**src/rtl/adf_pkg.sv**
```systemverilog
`default_nettype none

package adf_pkg;

	// Default sizing
	localparam int BUF_DEPTH_DEF   = 32768;
	localparam int SAMPLE_BITS_DEF = 24;

	// Register widths
	localparam int DELAY_W    = 15;
	localparam int GAIN_W     = 16;
	localparam int CFG_DATA_W = 16;
	localparam int CFG_IDX_W  = 8;

	// Gain is Q1.15: fractional bits and the rounding half LSB
	localparam int FRAC_BITS = 15;
	localparam int ROUND_HALF = 1 << (FRAC_BITS - 1);

	// Register map
	typedef enum logic [CFG_IDX_W-1:0] {
		REG_DELAY_SAMPLES = 8'd0,
		REG_GAIN          = 8'd1
	} cfg_reg_t;

endpackage : adf_pkg

`default_nettype wire

```
**src/rtl/adf_arith.sv**
```systemverilog
`default_nettype none

// Allpass arithmetic: y = sat(round(g*(yd - x) + xd)), three stages.
// Stage 1 takes the delayed samples from the memory read registers, zeroed where never written.
module adf_arith
	import adf_pkg::*;
#(
	parameter int SAMPLE_BITS = SAMPLE_BITS_DEF
) (
	input  wire logic                          clk,
	input  wire logic                          adv,
	input  wire logic signed [GAIN_W-1:0]      gain,
	input  wire logic signed [SAMPLE_BITS-1:0] x_s1,
	input  wire logic signed [SAMPLE_BITS-1:0] xd_s1,
	input  wire logic signed [SAMPLE_BITS-1:0] yd_s1,
	output logic signed [SAMPLE_BITS-1:0]      y_s3
);

	localparam int SB  = SAMPLE_BITS;
	localparam int PW  = SB + 1 + GAIN_W;       // product width
	localparam int AW2 = PW + 1;                // accumulator width
	localparam int SW  = AW2 - FRAC_BITS;       // after the scale-down
	localparam int XPAD = AW2 - SB - FRAC_BITS; // sign bits above aligned xd

	logic signed [SB:0]    diff_s1;
	logic signed [SB:0]    diff_s2;
	logic signed [SB-1:0]  xd_s2;
	logic signed [PW-1:0]  prod_s2;
	logic signed [PW-1:0]  prod_s3;
	logic signed [SB-1:0]  xd_s3;
	logic [AW2-1:0]        acc_s3;
	logic [SW-1:0]         sh_s3;
	logic                  in_range_s3;

	// Stage 1: feedback minus input, one bit wider
	assign diff_s1 = {yd_s1[SB-1], yd_s1} - {x_s1[SB-1], x_s1};

	always_ff @(posedge clk) begin
		if (adv) begin
			diff_s2 <= diff_s1;
			xd_s2   <= xd_s1;
		end
	end

	// Stage 2: gain product, exact
	assign prod_s2 = gain * diff_s2;

	always_ff @(posedge clk) begin
		if (adv) begin
			prod_s3 <= prod_s2;
			xd_s3   <= xd_s2;
		end
	end

	// Stage 3: align xd, add half LSB, floor, saturate
	assign acc_s3 = {prod_s3[PW-1], prod_s3}
		+ {{XPAD{xd_s3[SB-1]}}, xd_s3, {FRAC_BITS{1'b0}}}
		+ AW2'(ROUND_HALF);
	assign sh_s3 = acc_s3[AW2-1:FRAC_BITS];
	assign in_range_s3 = (&sh_s3[SW-1:SB-1]) || !(|sh_s3[SW-1:SB-1]);

	always_comb begin
		if (in_range_s3) begin
			y_s3 = sh_s3[SB-1:0];
		end else if (sh_s3[SW-1]) begin
			y_s3 = {1'b1, {(SB-1){1'b0}}};
		end else begin
			y_s3 = {1'b0, {(SB-1){1'b1}}};
		end
	end

endmodule : adf_arith

`default_nettype wire

```
**config.mk**
```make
export PLATFORM = sky130hd
export DESIGN_NAME = adf_arith
export DESIGN_NICKNAME = d
export VERILOG_FILES = /design/src/rtl/adf_pkg.sv /design/src/rtl/adf_arith.sv
export SDC_FILE = /design/constraint.sdc
export NUM_CORES = 1
export LEC_CHECK = 0
export BUFFER_PORTS_ARGS = -buffer_cell sky130_fd_sc_hd__buf_2
export CORE_MARGIN = 5
export CORE_UTILIZATION = 35
export DETAILED_ROUTE_END_ITERATION = 10
export PLACE_DENSITY_LB_ADDON = 0.12
export SETUP_SLACK_MARGIN = 0.02
export SLEW_MARGIN = 5
export SYNTH_ARGS = -nofsm -noshare
export SYNTH_HDL_FRONTEND = slang
export SYNTH_SLANG_ARGS = --single-unit
```
**constraint.sdc**
```tcl
create_clock -name clk -period 8.6 [get_ports clk]
set_clock_uncertainty 0.05 [all_clocks]
set_input_delay 1.72 -clock clk [delete_from_list [all_inputs] [get_ports clk]]
set_output_delay 1.72 -clock clk [all_outputs]
set_load 0.03 [all_outputs]
```
Word level (Yosys, flattened, before mapping)

Cells that the tools add are included.

Multiplexer cells: 2
$mul: 1
Add/subtract/negate cells: 3
Reductions and logical operators: 4

Operators with widths:

| cell                                           | count |
|---|---|
| two-way mux 24 bit                             | 2 |
| adder 41 x 39 -> 42 bit                        | 1 |
| adder 42 x 15 -> 42 bit, second input constant | 1 |
| multiplier 16 x 25 -> 41 bit                   | 1 |
| subtractor 24 x 24 -> 25 bit                   | 1 |
| AND reduction 4 bit                            | 1 |
| OR reduction 4 bit                             | 1 |
| logical NOT 1 bit                              | 1 |
| logical OR 1 bit                               | 1 |

Word-level logic and storage cells: 14
Output and inout bits: 24
Input bits: 90
Bits in registers: 114

Depth between registers and ports, before layout

Gate-level depths: netlist of run 1.

Depth after elaboration: 6
Depth in mapped cells: 25
Gate-level depth less buffers: 24

Least setup slack after synthesis of run 1

No wires, ideal clock.

Kind: input to register
Start: input port gain[7]
End: register prod_s3[40], data pin
Data required time: 8.286 ns
Cell stages on the path: 22
Path slack: 1.110 ns
Library setup time: 0.264 ns
Path buffers: 2
Data arrival time: 7.176 ns
Path through: clkbuf_1 > clkbuf_1 > nand2_1 > fa_1 > inv_1 > fa_1 > fa_1 > fa_1 > fa_1 > inv_1 > fa_1 > inv_1 > ha_1 > a21o_1 > a21o_1 > a21oi_1 > o21ai_0 > a2bb2oi_1 > nand2_1 > o41ai_2 > mux2i_1 > nor2_1

Cells in the longest elaborated chain, start to end: 1

RTL lines:

| element                      | RTL line        | source |
|---|---|---|
| start: declaration           | adf_arith.sv:12 | `input wire logic signed [GAIN_W-1:0] gain,` |
| multiplier 16 x 25 -> 41 bit | adf_arith.sv:46 | `assign prod_s2 = gain * diff_s2;` |
| via prod_s2[40]              | adf_arith.sv:28 | `logic signed [PW-1:0] prod_s2;` |
| end signal: assignment       | adf_arith.sv:50 | `prod_s3 <= prod_s2;` |
| end: declaration             | adf_arith.sv:29 | `logic signed [PW-1:0] prod_s3;` |

The timed path passes the listed nets, and every way through them passes these cells.
A chain may end at the register's enable or synchronous reset.

Worst setup path after layout of run 1

Start: input port gain[1]
End: register prod_s3[40], data pin

The elaborated chain is that of the path after synthesis.

==> flow_metrics.py, run 1 <==
metrics = {
    "floorplanning": {
        "rows": 86,
        "io_pins": 114,
        "dieArea_um2": 60900,
        "core_area_um2": 55300,
        "die_h_um": 247,
        "initial_core_util_pct": 35.5,
        "die_width_um": 247,
    },
    "synth": {
        "synth_top_cells_by_area": "fa_1 40%, edfxtp_1 15%, ha_1 9.4%",
        "synthFlopType": "edfxtp_1",
        "async_reset_ff_share_pct": 0,
        "synthCells": 2053,
        "synth_cell_types": 64,
        "synth_nets": 2679,
        "ys_seq_elements": 100,
        "synth_edf_count": 100,
        "avgSynthCellArea_um2": 9.57,
        "syn-cell-area_um2": 19600,
        "synth_top_area_share_pct": 39.7,
        "synth_area_leader_cell": "fa_1",
        "yosysWarningCount": 0,
        "synth-seq-area-share_pct": 15.3,
    },
    "routing": {
        "wl_um": 50400,
        "wl_per_cell_um": 17.5,
        "drcViolationCount": 0,
        "drtIter0Drc": 593,
        "first_pass_iters": 6,
        "via_per_inst": 4.72,
        "ant_nets": 0,
        "vias": 13600,
    },
    "worst_setup_path": {
        "start_kind": "input port",
        "regToRegEndpoint": "prod_s3[40]",
        "crit_end": "prod_s3[40]",
        "cp_data_arrival_time_ps": 7960,
        "criticalPathCategory": "in2reg",
        "r2r_cells": 16,
        "timing.rr.start": "diff_s2[24]",
        "r2r_slack_ps": 1750,
        "cp_data_required_time_ps": 8680,
        "critPathLaunch": "gain[1]",
        "endpoint_kind": "flop",
        "crit_fanout": 25,
    },
    "final_layout": {
        "area_growth_syn_to_layout_pct": 8.03,
        "drive_above_1_share_pct": 8.14,
        "stdcell_count": 2874,
        "stdcell_area_um2": 21200,
        "antenna_cells": 0,
        "fill_cells": 5656,
        "fin_nets": 2747,
    },
    "place": {
        "place_area_um2": 20900,
        "dp_cells": 2858,
        "gp_congestion": 0.847,
        "portBuffers": 113,
        "dp_hpwl_um": 40700,
    },
    "clock_tree": {
        "cts_tree": "yes",
        "cts_setup_buffers": 0,
        "post_cts_resized": 0,
        "cts_max_level": 3,
        "holdBufCountCts": 0,
        "cts.reportedPaths.clkPinSlew_ps": 70,
        "cts-root-buf": "clkbuf_16",
        "clk_latency_ps": 400,
        "cts_sinks": 100,
        "numCtsBuffers": 9,
        "clockBufferDepth": 2,
    },
    "sta": {
        "hold_viol": 0,
        "maxSlewHeadroom_pct": 28.3,
        "finalCriticalPeriod_ps": 7880,
        "fmax_ghz": 0.127,
        "tightest_slew_ps": 1080,
        "holdWs_ps": 371,
        "rsz0062_at_grt": "false",
        "report.final.slew_viol_count": 0,
        "setup_viol": 0,
        "tns_ps": 0,
        "fin_crit_sh_pct": 91.6,
    },
    "global_routing": {
        "first_global_vias": 14700,
        "grt_max_degree": 62,
        "grt_usage_pct": 17.3,
        "antenna_found_initial": 0,
        "grt_pass1_wl_um": 82500,
        "grt-ovfl-total": 0,
    },
    "outcome": {
        "status": "completed",
    },
    "run": {
        "maxCapViolCount": 0,
    },
    "min_path": {
        "hp-class": "reg2reg",
    },
}
[placed cells by master (no fill, tap or decap), types with 6 or more instances in the layout]
cell type	netlist	layout
fa_1	389	389
nor2_1	67	67
a21oi_1	58	58
a31oi_1	7	7
edfxtp_1	100	100
and3_1	12	12
buf_4	0	11
o21a_1	10	10
a21boi_0	8	8
or3_1	6	6
o21ai_0	39	39
a21o_1	25	25
o21bai_1	6	6
a31o_2	16	16
nand3_1	14	14
ha_1	147	147
nand4_1	6	6
inv_1	490	490
nor2b_1	11	11
xnor2_1	53	53
xor2_1	13	13
nand2_1	256	256
nor3_1	10	10
nand2b_1	16	16
a211oi_1	9	9
buf_2	0	112
clkbuf_16	0	9
and2_1	160	160
[worst max-delay path, stage by stage]
cell and delay (ps):
buf_2 440, nand2_1 200, inv_1 170, fa_1 500, fa_1 960, fa_1 550
fa_1 570, fa_1 430, fa_1 460, ha_1 360, nor2b_1 150, o21ai_0 200
a2bb2oi_1 320, nand2_1 120, o41ai_2 470, mux2i_1 230, nor2_1 60
[cells in the mapped netlist, types with 14 or more instances]
cell and number:
edfxtp_1 100, nand3_1 14, fa_1 389, ha_1 147, a21o_1 25, xnor2_1 53, nand2_1 256, a21oi_1 58
and2_1 160, nand2b_1 16, o21ai_0 39, inv_1 490, clkbuf_1 60, a31o_2 16, nor2_1 67
[flip-flops by register name, indices dropped and copies added (netlist names)]
register,cells
prod_s3,27
xd_s3,24
xd_s2,24
diff_s2,25
[cells by family after synthesis]
logic type               synth area share (%)
multiplexers                            0.210
AO/OA/AOI/OAI                            7.65
XOR/XNOR                                 2.94
flip-flops                               15.3
buffers and inverters                    10.9
adder cells (fa/ha/maj)                  49.0
AND/OR/NAND/NOR                          14.0
[final cells by class]
type | count | area, µm² | share of cell area, %
clock inverters | 7 | 67.6 | 0.318
multi-input cells | 1397 | 14500 | 68.4
well taps | 748 | 936 | 4.41
repair buffers | 123 | 643 | 3.03
clock buffers | 9 | 225 | 1.06
flip-flops and latches | 100 | 3000 | 14.2
inverters | 490 | 1840 | 8.67
[per-stage QoR]
step	util [%]	worst slack [ps]
2_1_floorplan	-	1110
3_3_place_gp	37.8	377
3_5_place_dp	37.8	294
4_1_cts	38.4	702
5_1_grt	38.4	322
6_report	38.4	723
[how the worst min path moves through the flow]
| stage | startpoint | end | slack, ps | depth (start not counted) |
|---|---|---|---|---|
| final | xd_s2[13] | xd_s3[13] | 370 | 0 |
| after global routing | xd_s2[13] | xd_s3[13] | 380 | 0 |
| after CTS | xd_s2[13] | xd_s3[13] | 370 | 0 |
| after detailed placement | xd_s2[17] | xd_s3[17] | 350 | 0 |
| after global placement | xd_s2[17] | xd_s3[17] | 350 | 0 |
| after floorplan | xd_s2[0] | xd_s3[0] | 350 | 0 |
[layer usage]
layer	part of all wire, %	vias up	wire length (µm)	track usage [%]
li1	-	6396	-	-
met1	50	6837	25100	26.0
met2	43	305	21600	26.2
met3	6.1	28	3090	3.53
met4	1.2	0	599	3.13
met5	0	-	0	0
Power of run 1 is not shown: default switching activity piles up to over one toggle a cycle in this logic, so the estimate is an artifact.
==> run 2: changes to the inputs <==
--- a/config.mk
+++ b/config.mk
@@ -8,6 +8,7 @@
 export BUFFER_PORTS_ARGS = -buffer_cell sky130_fd_sc_hd__buf_2
 export CORE_MARGIN = 5
 export CORE_UTILIZATION = 35
+export CTS_BUF_LIST = sky130_fd_sc_hd__clkbuf_4 sky130_fd_sc_hd__clkbuf_8
 export DETAILED_ROUTE_END_ITERATION = 10
 export PLACE_DENSITY_LB_ADDON = 0.12
 export SETUP_SLACK_MARGIN = 0.02
==> flow_metrics.py, run 2 (synthesis gave the netlist of run 1 again) <==
metrics = {
    "place": {
        "gp_congestion": 0.847,
        "dp_hpwl_um": 40700,
        "portBuffers": 113,
    },
    "final_layout": {
        "regMostFlops": "prod_s3",
        "layout_common_cells": "490 x inv_1, 389 x fa_1, 256 x nand2_1",
        "final_common_cell": "inv_1",
        "largest_register_ffs": 27,
        "reg.largest.list": "prod_s3 x27, diff_s2 x25",
        "fill_cells": 5668,
        "area_growth_syn_to_layout_pct": 7.52,
        "fin_nets": 2747,
        "drive_above_1_share_pct": 8.14,
    },
    "routing": {
        "via_per_inst": 4.74,
        "wl_um": 50300,
        "drtIter0Drc": 579,
        "drcViolationCount": 0,
        "wl_per_cell_um": 17.5,
        "first_pass_iters": 5,
        "vias": 13600,
        "ant_nets": 0,
    },
    "worst_setup_path": {
        "crit_fanout": 25,
        "criticalPathCategory": "in2reg",
        "critPathTopFamily": "adder cells",
        "crit_top_cell": "fa_1",
        "cp_cell_sequence": "buf_2 > nand2_1 > inv_1 > fa_1 > fa_1 > fa_1 > fa_1 > fa_1 > fa_1 > ha_1 > nor2b_1 > o21ai_0 > a2bb2oi_1 > nand2_1 > o41ai_2 > mux2i_1 > nor2_1",
        "cp_data_required_time_ps": 8740,
        "critPathSlowestCell": "fa_1",
        "worst-path-buf-inv": 2,
        "critPathMaxStageDelay_ps": 950,
        "cp_data_arrival_time_ps": 7940,
        "start_kind": "input port",
        "endpoint_kind": "flop",
    },
    "clock_tree": {
        "holdBufCountCts": 0,
        "cts_setup_buffers": 0,
        "cts_sinks": 100,
        "cts-root-buf": "clkbuf_8",
        "cts.reportedPaths.clkPinSlew_ps": 140,
        "clk_latency_ps": 460,
        "post_cts_resized": 0,
        "clockBufferDepth": 2,
        "cts_tree": "yes",
        "cts_max_level": 3,
        "numCtsBuffers": 9,
    },
    "global_routing": {
        "grt-ovfl-total": 0,
        "grt.busiest_layer": "met2",
        "grt_usage_pct": 17.3,
        "grt_pass1_wl_um": 82500,
        "antenna_found_initial": 1,
        "grtUsageMet2_pct": 26.2,
        "first_global_vias": 14700,
        "grtUsageMet1_pct": 25.9,
        "grt_max_degree": 62,
        "global_route.usage.met3_pct": 3.75,
    },
    "min_path": {
        "hp-class": "reg2reg",
    },
    "floorplanning": {
        "initial_core_util_pct": 35.5,
        "io_pins": 114,
        "rows": 86,
        "dieArea_um2": 60900,
        "die_width_um": 247,
        "core_area_um2": 55300,
        "die_h_um": 247,
    },
    "sta": {
        "fin_crit_sh_pct": 90.8,
        "tns_ps": 0,
        "tightest_slew_ps": 1080,
        "hold_viol": 0,
        "setup_viol": 0,
        "finalCriticalPeriod_ps": 7810,
        "maxSlewHeadroom_pct": 27.9,
        "rsz0062_at_grt": "false",
        "report.final.slew_viol_count": 0,
        "fmax_ghz": 0.128,
    },
    "outcome": {
        "status": "completed",
    },
    "run": {
        "maxCapViolCount": 0,
    },
}
==> run 2: changes by cell type in the layout (fill, tap and decap cells not counted), sizes merged <==
cell,change
diode,+1
==> run 2: path summary, 6_finish.rpt <==
kind,startpoint,endpoint,slack [ps],depth (start not counted)
worst max-delay path,gain[1],prod_s3[40],790,17
worst min register to register,xd_s2[3],xd_s3[3],360,0
worst max register to register,diff_s2[24],prod_s3[40],1760,16
worst min-delay path,xd_s2[3],xd_s3[3],360,0
==> run 2: cell type report <==
type	instances	area, µm²	area share [%]
antenna	1	2.50	0.0119
clock inverter	7	67.6	0.320
multi-input combinational	1397	14500	68.7
tap	748	936	4.43
timing repair buffer	123	643	3.05
inverter	490	1840	8.71
sequential	100	3000	14.2
clock buffer	9	124	0.587
==> run 2: metrics by stage <==
stage | area [µm²] | worst slack, ps | hold WS [ps] | utilization [%] | cells
final | 21100 | 794 | 364 | 38.2 | 2875
after global placement | 20900 | 377 | 355 | 37.8 | 2858
after detailed placement | 20900 | 294 | 355 | 37.8 | 2858
after floorplan | 19600 | 1110 | 350 | - | 2053
after global routing | 21100 | 396 | 384 | 38.2 | 2875
after CTS | 21100 | 779 | 376 | 38.2 | 2874
==> run 2: metal layers <==
metal | part of all wire, % | routed length (µm) | up-vias
met5 | 0 | 0 | -
met4 | 1.3 | 638 | 0
met3 | 6.6 | 3310 | 28
met2 | 43 | 21600 | 320
met1 | 49 | 24800 | 6893
li1 | - | - | 6386
Power of run 2 is left out for the same reason.
